File: src/rtl/fwk2d_pkg.sv
// ============================================================================
// fwk2d_pkg: shared types and constants for the 2-D Fenwick range-add store
// Beat payloads, request codes, register indexes and the command/status
// structs that join the controller and the datapath.
// ============================================================================
`default_nettype none

package fwk2d_pkg;

	// field widths
	localparam int COORD_W = 7;
	localparam int WALK_W  = 8;   // walk index: holds hi+1 and idx+lowbit(idx)
	localparam int DELTA_W = 32;
	localparam int DATA_W  = 64;

	// default grid bounds
	localparam int MAX_ROWS_DEF = 64;
	localparam int MAX_COLS_DEF = 64;

	// request codes
	localparam logic [1:0] REQ_ADD   = 2'd0;
	localparam logic [1:0] REQ_QUERY = 2'd1;
	localparam logic [1:0] REQ_CLEAR = 2'd2;

	// configuration register indexes
	localparam int CFG_IDX_W = 1;
	localparam logic [CFG_IDX_W-1:0] CFG_NUM_ROWS = 1'b0;
	localparam logic [CFG_IDX_W-1:0] CFG_NUM_COLS = 1'b1;
	localparam logic [COORD_W-1:0] CFG_SIZE_RESET = 7'd64;

	typedef struct packed {
		logic [1:0]                req_type;
		logic [COORD_W-1:0]        row_lo;
		logic [COORD_W-1:0]        col_lo;
		logic [COORD_W-1:0]        row_hi;
		logic [COORD_W-1:0]        col_hi;
		logic signed [DELTA_W-1:0] delta;
	} req_t;

	typedef struct packed {
		logic signed [DATA_W-1:0] cell_value;
		logic                     status;
	} rsp_t;

	// controller -> datapath
	typedef struct packed {
		logic latch;        // capture request beat
		logic corner_init;  // load walk start for current corner
		logic corner_next;  // move to next corner
		logic add_row;      // upward row step
		logic add_col;      // write read-modify-write word, upward column step
		logic q_row;        // downward row step
		logic q_col;        // accumulate word, downward column step
		logic clr_step;     // clear one word
		logic out_load;     // load result register
	} cmd_t;

	// datapath -> controller
	typedef struct packed {
		logic [1:0] req_type;
		logic       oob;
		logic       corner_skip;
		logic       corner_last;
		logic       col_over;
		logic       row_zero;
		logic       col_zero;
		logic       clr_last;
	} sts_t;

	function automatic logic [WALK_W-1:0] low_bit(input logic [WALK_W-1:0] x);
		return x & (~x + WALK_W'(1));
	endfunction

endpackage

`default_nettype wire

File: src/rtl/fwk2d_ctrl.sv
// ============================================================================
// fwk2d_ctrl: controller of the 2-D Fenwick range-add store
// Sequences the reset clearing pass, corner walks, query walks, clear
// requests and the result handshake.
// ============================================================================
`default_nettype none

module fwk2d_ctrl (
	input  wire logic             clk,
	input  wire logic             arst_n,
	input  wire logic             req_valid,
	output logic                  req_ready,
	output logic                  rsp_valid,
	input  wire logic             rsp_ready,
	input  wire fwk2d_pkg::sts_t  sts,
	output fwk2d_pkg::cmd_t       cmd
);

	localparam logic [3:0] S_INIT   = 4'd0;
	localparam logic [3:0] S_IDLE   = 4'd1;
	localparam logic [3:0] S_DECIDE = 4'd2;
	localparam logic [3:0] S_CINIT  = 4'd3;
	localparam logic [3:0] S_ACHK   = 4'd4;
	localparam logic [3:0] S_AWR    = 4'd5;
	localparam logic [3:0] S_QCHK   = 4'd6;
	localparam logic [3:0] S_QACC   = 4'd7;
	localparam logic [3:0] S_CLEAR  = 4'd8;
	localparam logic [3:0] S_DONE   = 4'd9;

	logic [3:0] state_q, state_d;
	logic       rsp_valid_q;

	// next state and commands
	always_comb begin
		cmd       = '0;
		state_d   = state_q;
		req_ready = 1'b0;
		case (state_q)
			S_INIT: begin
				cmd.clr_step = 1'b1;
				if (sts.clr_last) begin
					state_d = S_IDLE;
				end
			end
			S_IDLE: begin
				req_ready = 1'b1;
				if (req_valid) begin
					cmd.latch = 1'b1;
					state_d   = S_DECIDE;
				end
			end
			S_DECIDE: begin
				if (sts.oob) begin
					state_d = S_DONE;
				end else begin
					case (sts.req_type)
						fwk2d_pkg::REQ_ADD:   state_d = S_CINIT;
						fwk2d_pkg::REQ_QUERY: state_d = S_QCHK;
						fwk2d_pkg::REQ_CLEAR: state_d = S_CLEAR;
						default:              state_d = S_DONE;
					endcase
				end
			end
			S_CINIT: begin
				cmd.corner_init = 1'b1;
				state_d         = S_ACHK;
			end
			S_ACHK: begin
				if (sts.corner_skip) begin
					if (sts.corner_last) begin
						state_d = S_DONE;
					end else begin
						cmd.corner_next = 1'b1;
						state_d         = S_CINIT;
					end
				end else if (sts.col_over) begin
					cmd.add_row = 1'b1;
				end else begin
					state_d = S_AWR;
				end
			end
			S_AWR: begin
				cmd.add_col = 1'b1;
				state_d     = S_ACHK;
			end
			S_QCHK: begin
				if (sts.row_zero) begin
					state_d = S_DONE;
				end else if (sts.col_zero) begin
					cmd.q_row = 1'b1;
				end else begin
					state_d = S_QACC;
				end
			end
			S_QACC: begin
				cmd.q_col = 1'b1;
				state_d   = S_QCHK;
			end
			S_CLEAR: begin
				cmd.clr_step = 1'b1;
				if (sts.clr_last) begin
					state_d = S_DONE;
				end
			end
			S_DONE: begin
				if (!rsp_valid_q || rsp_ready) begin
					cmd.out_load = 1'b1;
					state_d      = S_IDLE;
				end
			end
			default: begin
				state_d = S_IDLE;
			end
		endcase
	end

	// state and result valid
	always_ff @(posedge clk or negedge arst_n) begin
		if (!arst_n) begin
			state_q     <= S_INIT;
			rsp_valid_q <= 1'b0;
		end else begin
			state_q <= state_d;
			if (cmd.out_load) begin
				rsp_valid_q <= 1'b1;
			end else if (rsp_ready) begin
				rsp_valid_q <= 1'b0;
			end
		end
	end

	assign rsp_valid = rsp_valid_q;

	// result register is only overwritten once its beat is gone
	a_load_free: assert property (@(posedge clk) disable iff (!arst_n)
		cmd.out_load |-> (!rsp_valid_q || rsp_ready))
		else $error("result register overwritten while beat pending");

	// a loaded result is offered on the next cycle
	a_load_valid: assert property (@(posedge clk) disable iff (!arst_n)
		cmd.out_load |=> rsp_valid_q)
		else $error("loaded result not offered");

	// every tree write follows its read cycle
	a_rmw_order: assert property (@(posedge clk) disable iff (!arst_n)
		(state_q == S_AWR) |-> ($past(state_q) == S_ACHK))
		else $error("tree write without preceding read");

	// an accepted beat always goes to decode
	a_accept_decide: assert property (@(posedge clk) disable iff (!arst_n)
		(req_valid && req_ready) |=> (state_q == S_DECIDE))
		else $error("accepted beat not decoded");

	// no beat taken while memory is being cleared
	a_no_accept_clear: assert property (@(posedge clk) disable iff (!arst_n)
		(state_q == S_INIT || state_q == S_CLEAR) |-> !req_ready)
		else $error("beat accepted during clearing pass");

endmodule

`default_nettype wire

File: config.mk
export PLATFORM = sky130hd
export DESIGN_NAME = fwk2d_ctrl
export DESIGN_NICKNAME = d
export VERILOG_FILES = /design/src/rtl/fwk2d_pkg.sv /design/src/rtl/fwk2d_ctrl.sv
export SDC_FILE = /design/constraint.sdc
export NUM_CORES = 1
export LEC_CHECK = 0
export BUFFER_PORTS_ARGS = -buffer_cell sky130_fd_sc_hd__buf_4
export CORE_AREA = 2 2 39 41
export DETAILED_ROUTE_END_ITERATION = 7
export DIE_AREA = 0 0 41 43
export PLACE_DENSITY = 0.76
export REMOVE_ABC_BUFFERS = 1
export SETUP_SLACK_MARGIN = 0.4
export SYNTH_ARGS = -nofsm -noshare
export SYNTH_HDL_FRONTEND = slang
export SYNTH_SLANG_ARGS = --single-unit
export TNS_END_PERCENT = 50
File: constraint.sdc
create_clock -name clk -period 4.2 [get_ports clk]
set_input_delay 0.21 -clock clk [delete_from_list [all_inputs] [get_ports clk]]
set_output_delay 0.21 -clock clk [all_outputs]
set_load 0.05 [all_outputs]
==> impl_results.md, run 1 <==
- FP Rows: 14
- Worst R2R Start: state_q[0]$_DFFE_PN0P_
- Unrepaired setup endpoints after global routing: no
- Die outline height: 43 um
- Largest stage delay, worst path: between 600 and 700 ps
- Antenna diode count: 0
- Root buf cell: clkbuf_4
- Post-DP Area: 693 um^2
- Setup Total Neg Slack: 0 ps
- DRT antenna net count: 0
- Post-Route Utilization: 0.527
- CTS H-tree lvls: 1
- CTS tree: done
- Total of max-cap violations: 0
- Layout cell share with drive strength beyond 1: 0.293
- CP cell instances: or4b_4 -> nor3_1 -> buf_4
- CP Max Fanout: 14
- Peak supply drop: 273 uV
- Post-synth EDFFs: 0
- Reg clk slew, reported paths: about 50 ps
- Largest net degree at the start of global routing: 15
- Die area: about 1800 um^2
- Via count: 550
- Core area: around 1400 um^2
- Reg2Reg Depth: 4
- Number of global-route vias before repair: 501
- Effective utilization at floorplan: 0.371
- DRC Markers: 0
- Grt ovf: 0
- Tightest Pin Transition: 515 ps
- Met1 WL: 552 um
- Peak Freq: 492 MHz
- # IOs: 24
- Final Cycle Share: 0.484
- DRT iter0 DRCs: 13
- Async SR Flop Fraction: 1.00
- Slew headroom: 0.648
- Buf/Inv on CP: 1
- Distinct cells, synth: 30
- Post-synthesis register bit count: 5
- Top Metal Used: met4
- Routability Congestion: 0.788
- Leak pwr: around 0.38 nW
- First-pass GRT wire length: 2.02 mm
- Multi-input gate area: ~340 um^2
- CTS buffer count: 3
- CP top delay family: simple AND/OR/NAND/NOR gates
- Drt pass-1 iters: 3
- Overall Global Routing Usage: 0.168
- Crit path to: cmd[6]
- Start point of the critical path: state_q[0]$_DFFE_PN0P_
- Clock sinks: 5
- Reg2Reg Setup Slack: 2240 ps
- Detailed Route WL: 1.25 mm
- WP depth: 3
- Initial antenna violation count: 0
- Post-CTS sizing: 0
- Total of warnings raised by yosys: 0
- Via density per instance: between 5 and 6
- Slew Viols, Final: 0
- Final setup fails: 0
- Mean routed wirelength per cell: 11.6 um
- Met3 WL: ~80 um
- Worst-Skew Late Latency: 240 ps
- Dpl ws: 2250 ps
- Worst Path Arrival: 1820 ps
- Minimum clock period: 2030 ps
- Met2 routed WL: 610 um
- Tot Pwr: 0.415 mW
- CP max-delay cell: or4b_4
- CTS Buffer Depth: 2
- Worst Hold Class: in2reg
- P&R area growth vs syn: 42.2%
- Mapped cell area: 513 um^2
- Mean Syn Cell Area: 7.66 um^2
- Worst Path Required: roughly 4000 ps
- Cell area power density: 569 nW/um^2
- Fillers: 134
- Seq/Total Area, Yosys: 0.244
- Final worst slack: 2170 ps
- I/O Buffers: 23
- Crit end category: primary output
- Storage element area: 125 um^2
- Post-DP HPWL: 978 um
- CP Class: reg2out
- Final Hold Viols: 0
- Chip width: 41 um
- Outcome: completed
- Finished layout cell area: ~730 um^2
- Clk_skew: 6.65 ps
- Reg-to-Reg End: state_q[0]$_DFFE_PN0P_
- Top_reg_cell synth: dfrtp_1
- Cells after Synth: 67
- Final nets: 111
- CP Launch Type: register
## synth_stat cells, types with 2 or more instances
cell type / number / area, um^2
clkbuf_1: 2 / 7.51
dfrtp_1: 5 / 125
ha_1: 5 / 62.6
inv_1: 9 / 33.8
nand2_1: 4 / 15.0
nand2b_1: 2 / 12.5
nand3b_1: 2 / 15.0
nor2_1: 6 / 22.5
nor2b_1: 3 / 18.8
nor3_1: 7 / 35.0
nor4_1: 2 / 12.5
o21ai_0: 2 / 10.0
## what timing repair did
action / CTS / global route
buffers inserted: 0 / 0
hold buffers: 1 / 0
hold endpoints to repair: 5 / 0
## final cells by class
class | count | area share
clock buffer | 4 | 0.0360
tap | 16 | 0.0274
multi-input combinational | 50 | 0.468
inverter | 9 | 0.0463
timing repair buffer | 24 | 0.250
sequential | 5 | 0.172
## routing by layer
layer,up-vias,global-route usage
li1,286,-
met2,17,0.263
met5,-,0
met3,2,0.0524
met1,245,0.207
met4,0,0.0600
## how the worst min path moves through the flow
stage                     slack (ps)                     end  cells past startpoint  startpoint
after floorplan                  -90   rsp_valid$_DFFE_PN0P_                      0      arst_n
after global placement            10   rsp_valid$_DFFE_PN0P_                      1      arst_n
after detailed placement          10   rsp_valid$_DFFE_PN0P_                      1      arst_n
after CTS                        230  state_q[3]$_DFFE_PN0P_                      2      sts[4]
after global routing             250  state_q[3]$_DFFE_PN0P_                      2      sts[4]
final                            240  state_q[3]$_DFFE_PN0P_                      2      sts[4]
## cell usage in the layout (no fill, tap or decap), drive strengths merged, types with 2 or more instances in the layout
cell type,count
buf,23
clkbuf,4
dfrtp,5
ha,5
inv,9
nand2,4
nand2b,2
nand3b,2
nor2,6
nor2b,3
nor3,7
nor4,2
o21ai,2
## stage by stage
stage | hold slack (ps) | cells
2_1_floorplan | -85.6 | 64
3_3_place_gp | 13.0 | 103
3_5_place_dp | 12.7 | 103
4_1_cts | 234 | 108
5_1_grt | 251 | 108
6_report | 237 | 108
## cells by family after synthesis
family          share of synthesized area
simple gates                        0.383
buf+inv                            0.0902
compound gates                      0.139
fa+ha+maj                           0.122
flops                               0.244
mux                                0.0219
## flip-flops by register name, summed over array words and instances, names as in the netlist
register,cells
rsp_valid,1
state_q,4
## power breakdown
group          switching [mW]  internal, mW
Combinational           0.160        0.0965
Sequential             0.0388        0.0651
Clock                  0.0188        0.0358
Total                   0.217         0.197
Power figures use the tool's default switching activity.
==> run 2, diff against run 1 <==
- CORE_AREA: 2 2 39 41 -> not set
- CORE_MARGIN: not set -> 1.5
- CORE_UTILIZATION: not set -> 39
- DIE_AREA: 0 0 41 43 -> not set
- PLACE_DENSITY: 0.76 -> 0.8
- clock period: 4.2 -> 1.7 ns (I/O delays scaled with it)
==> run 2 against run 1 <==
  * The run now ends with setup timing left
  * Combinational power rose to 4.1 times the previous value
  * First-iteration DRC count fell by 31%
  * Utilization rose by 29 points
  * Die area fell by 13%
  * Critical path type is now reg2reg
==> impl_results.md, run 2 (synthesized netlist as in run 1, its figures left out) <==
- Final nets: 121
- Clk_skew: 2.25 ps
- Final Cycle Share: 1.05
- Routability Congestion: 0.799
- Outcome: finished, violations left
- Core area: 1170 um^2
- Detailed Route WL: 1.64 mm
- CTS buffer count: 3
- Total of max-cap violations: 0
- Final worst slack: -82.3 ps
- Storage element area: 125 um^2
- Largest register FFs: 4
- Post-DP HPWL: 1.07 mm
- # IOs: 24
- I/O Buffers: 23
- Commonest non-fill, non-tap cell in the layout: buf_4
- Unrepaired setup endpoints after global routing: yes
- Worst Path Required: roughly 1800 ps
- Grt ovf: 0
- Final hold slack: 136 ps
- DRT iter0 DRCs: 9
- CP Class: reg2reg
- Final setup fails: 4
- Cell area power density: 1450 nW/um^2
- Worst-Skew Late Latency: 250 ps
- Multi-input gate area: 438 um^2
- Start point of the critical path: state_q[3]$_DFFE_PN0P_
- Largest net degree at the start of global routing: 14
- Antenna diode count: 0
- Worst R2R Start: state_q[3]$_DFFE_PN0P_
- Via density per instance: 5.43
- Post-DP Area: 743 um^2
- Worst Path Arrival: between 1500 and 2000 ps
- Most frequent cells in the layout: buf_4 (18), buf_6 (13), inv_1 (8), ha_1 (5), dfrtp_1 (5)
- Initial antenna violation count: 0
- Slew headroom: 0.698
- Fillers: 69
- Leak pwr: 0.476 nW
- Minimum clock period: ~1800 ps
- Slew Viols, Final: 0
- Reg clk slew, reported paths: 50 ps
- CTS tree: done
- CP cell instances: or4b_4 -> o32a_1 -> nand3b_1 -> mux2_4
- CTS H-tree lvls: 1
- Clock sinks: 5
- Layout cell share with drive strength beyond 1: 0.520
- Tightest Pin Transition: 442 ps
- Mean routed wirelength per cell: 14.1 um
- DRT antenna net count: 0
- Root buf cell: clkbuf_4
- Crit end category: register
- Effective utilization at floorplan: 0.438
- Failing checks: setup timing
- Die area: 1540 um^2
- Final Hold Viols: 0
- Post-Route Utilization: 0.822
- Tot Pwr: 1.39 mW
- CP max-delay cell: or4b_4
- Top reg by flops: state_q
- Worst Hold Class: in2reg
- Worst hold start: sts[4]
- P&R area growth vs syn: 87.6%
- Peak Freq: 561 MHz
- CP Launch Type: register
- Finished layout cell area: 962 um^2
- Chip width: slightly below 40 um
- CTS Buffer Depth: 2
- Largest stage delay, worst path: around 540 ps
- Via count: 630
- Overall Global Routing Usage: 0.241
- CP Max Fanout: 3
- Number of global-route vias before repair: 600
- First-pass GRT wire length: 2.46 mm
- Drt pass-1 iters: 4
- Peak supply drop: between 1000 and 1500 uV
- Die outline height: approximately 39 um
- DRC Markers: 0
- FP Rows: 12
[run 2: cell count changes in the layout (fill, tap and decap cells not counted), moves of 4 or more]
cell	delta
buf_6	+13
nor3_1	-6
buf_4	-5
nor3_4	+4
[run 2: critical path, delay by kind of cell, from the launching register on]
kind / cells / cell delay (ps)
DFF: 1 / 380
muxes: 1 / 300
and+or+nand+nor: 2 / 660
AOI/OAI and AO/OA: 1 / 330
[run 2: metal layers]
layer	track usage	routed length, um	vias to the layer above
met3	0.0739	120	5
met5	0	0	-
met1	0.261	653	287
met2	0.450	817	34
met4	0.0517	47	0
li1	-	-	304
[run 2: through the flow]
stage | setup TNS (ps) | setup WS (ps) | instances
detailed placement | -62.6 | -62.6 | 108
CTS | -235 | -81.2 | 113
finish | -142 | -82.3 | 116
global route | -330 | -110 | 116
floorplan | -4760 | -1190 | 64
global placement | -22.9 | -22.9 | 108
[run 2: cell type report]
type,count,share of cell area
Inverter,9,0.0351
Tap cell,14,0.0182
Timing Repair Buffer,34,0.334
Sequential cell,5,0.130
Multi-Input combinational cell,50,0.455
Clock buffer,4,0.0273
[run 2: repair_timing]
action                                  CTS  global route
pin swaps                                 6            11
resized for setup                        19            20
hold endpoints to repair                  5             0
buffers inserted                          0             3
endpoints found under the setup margin   13            13
hold buffers                              1             0
[run 2: worst paths after layout]
kind | slack [ps] | depth (start not counted) | endpoint
max in group asynchronous | 1390 | 2 | state_q[2]$_DFFE_PN0P_
min reg2reg | 530 | 2 | rsp_valid$_DFFE_PN0P_
max reg2reg | -80 | 4 | state_q[0]$_DFFE_PN0P_
max | -80 | 4 | state_q[0]$_DFFE_PN0P_
min in group asynchronous | 200 | 2 | state_q[0]$_DFFE_PN0P_
min | 140 | 2 | state_q[3]$_DFFE_PN0P_
[run 2: where the power goes]
part / switching, mW / internal (mW)
logic: 0.597 / 0.457
clock network: 0.0573 / 0.0893
registers: 0.0293 / 0.162
==> run 3, diff against run 2 <==
--- a/config.mk
+++ b/config.mk
@@ -6,5 +6,5 @@
 export NUM_CORES = 1
 export LEC_CHECK = 0
-export BUFFER_PORTS_ARGS = -buffer_cell sky130_fd_sc_hd__buf_4
+export BUFFER_PORTS_ARGS = -buffer_cell sky130_fd_sc_hd__buf_2
 export CORE_MARGIN = 1.5
 export CORE_UTILIZATION = 39
==> constraint.sdc (replaced) <==
create_clock -name clk -period 1.7 [get_ports clk]
set_input_delay 0.085 -clock clk [delete_from_list [all_inputs] [get_ports clk]]
set_output_delay 0.085 -clock clk [all_outputs]
set_load 0.005 [all_outputs]
==> run 3 against run 2 <==
  * The flow still finishes with violations (setup timing)
  * Final area down 12%
  * Clock skew up 18 ps
  * Sequential power about the same
  * Sequential share of layout area up 1.7 points
  * Die area unchanged
  * Count of clock-buffer cells in the layout unchanged
  * Critical endpoint unchanged
  * Highest routed layer unchanged
==> impl_results.md, run 3 (synthesized netlist as in run 1, its figures left out) <==
- Via density per instance: 5.30
- Clk_skew: 20.5 ps
- CTS buffer count: 3
- Via count: 620
- Final Hold Viols: 0
- FP Rows: 12
- Post-DP HPWL: between 1 and 1.5 mm
- Slew Viols, Final: 0
- Final setup fails: 2
- Total of max-cap violations: 0
- Worst R2R Start: state_q[0]$_DFFE_PN0P_
- Worst Path Arrival: between 1500 and 2000 ps
- Crit end category: register
- Failing checks: setup timing
- Cell area power density: 1290 nW/um^2
- DRC Markers: 0
- DRT iter0 DRCs: 7
- Fillers: 98
- First-pass GRT wire length: about 2.5 mm
- CP Max Fanout: 2
- Final nets: between 100 and 150
- I/O Buffers: 23
- Antenna diode count: 0
- Detailed Route WL: 1.59 mm
- Mean routed wirelength per cell: 13.6 um
- Dpl ws: -59.9 ps
- Peak supply drop: 687 uV
- Slew headroom: 0.726
- # IOs: 24
- Peak Freq: around 550 MHz
- Largest register FFs: 4
- Storage element area: 125 um^2
- Largest net degree at the start of global routing: 10
- Number of global-route vias before repair: 629
- Final Cycle Share: 1.07
- CTS tree: done
- Chip width: just under 40 um
- Post-Route Utilization: 0.724
- Clock sinks: 5
- Core area: 1170 um^2
- CTS H-tree lvls: 1
- Final worst slack: -127 ps
- Routability Congestion: approximately 0.83
- Drt pass-1 iters: 4
- Worst Hold Class: in2reg
- Effective utilization at floorplan: 0.438
- Leak pwr: 0.456 nW
- Reg clk slew, reported paths: 60 ps
- Root buf cell: clkbuf_4
- Setup Total Neg Slack: -141 ps
- Start point of the critical path: state_q[0]$_DFFE_PN0P_
- CP Launch Type: register
- Layout cell share with drive strength beyond 1: 0.476
- Unrepaired setup endpoints after global routing: yes
- Tightest Pin Transition: 410 ps
- Minimum clock period: 1830 ps
- Most frequent cells in the layout: buf_2 (23), inv_1 (8), buf_4 (7), nor2_1 (6)
- Overall Global Routing Usage: 0.245
- Worst hold start: rsp_ready
- Top reg by flops: state_q
- Worst-Skew Late Latency: ~260 ps
- Die area: between 1500 and 2000 um^2
- Worst Path Required: 1840 ps
- Multi-input gate area: ~420 um^2
- CTS Buffer Depth: 2
- P&R area growth vs syn: 65.4%
- Commonest non-fill, non-tap cell in the layout: buf_2
- DRT antenna net count: 0
- Grt ovf: 0
- Die outline height: 39.3 um
- CP Class: reg2reg
- Initial antenna violation count: 0
- Outcome: finished, violations left
-- run 3: changes by cell type in the layout (fill, tap and decap cells not counted), sizes merged --
cell,delta
buf,+1
-- run 3: per-stage QoR --
| step | area [um^2] | hold WS (ps) | std cells | power [mW] |
|---|---|---|---|---|
| after floorplan | 500 | -211 | 64 | 0.477 |
| after detailed placement | 678 | -95.5 | 107 | 0.678 |
| after CTS | 842 | 139 | 117 | 1.07 |
| after global placement | 678 | -101 | 107 | 0.666 |
| final | 848 | 125 | 117 | 1.10 |
| after global routing | 848 | 149 | 117 | 1.17 |
-- run 3: final timing paths --
| kind | endpoint | slack (ps) | cells past startpoint |
|---|---|---|---|
| min in group asynchronous | rsp_valid$_DFFE_PN0P_ | 180 | 2 |
| worst max register to register | state_q[0]$_DFFE_PN0P_ | -130 | 4 |
| max in group asynchronous | state_q[1]$_DFFE_PN0P_ | 1350 | 2 |
| worst min-delay path | rsp_valid$_DFFE_PN0P_ | 120 | 3 |
| worst min register to register | rsp_valid$_DFFE_PN0P_ | 530 | 2 |
| worst max-delay path | state_q[0]$_DFFE_PN0P_ | -130 | 4 |
-- run 3: critical path, cell delays in order (launching register included) --
cell      delay, ps
dfrtp_1         390
or4b_4          540
o32a_1          330
nand3b_1        150
mux2_4          310
-- run 3: power by group --
| group | internal, mW | switching, mW | leakage, nW |
|---|---|---|---|
| Sequential | 0.162 | 0.0284 | 0.0654 |
| Combinational | 0.388 | 0.369 | 0.376 |
| Clock | 0.0895 | 0.0611 | 0.0150 |
| Total | 0.640 | 0.459 | 0.456 |
-- run 3: timing repair --
| action | in CTS | in global routing |
|---|---|---|
| cloned | 0 | 0 |
| setup endpoints to repair | 9 | 14 |
| pin swaps | 10 | 3 |
| gates resized for setup | 21 | 2 |
| buffers inserted | 5 | 0 |
| hold buffers | 1 | 0 |
| hold endpoints to repair | 5 | 0 |
-- run 3: layout make-up --
type	count	area share
sequential	5	0.147
timing repair buffer	35	0.267
tap	14	0.0206
multi-input combinational	50	0.494
clock buffer	4	0.0310
inverter	9	0.0398
-- run 3: layer usage --
layer  routed length [um]  part of all wire  track usage  up-vias
met5                    0                 0            0        -
met4                   55             0.035       0.0948        0
li1                     -                 -            -      305
met3                  126             0.079       0.0795        6
met1                  683              0.43        0.268      277
met2                  727              0.46        0.433       32
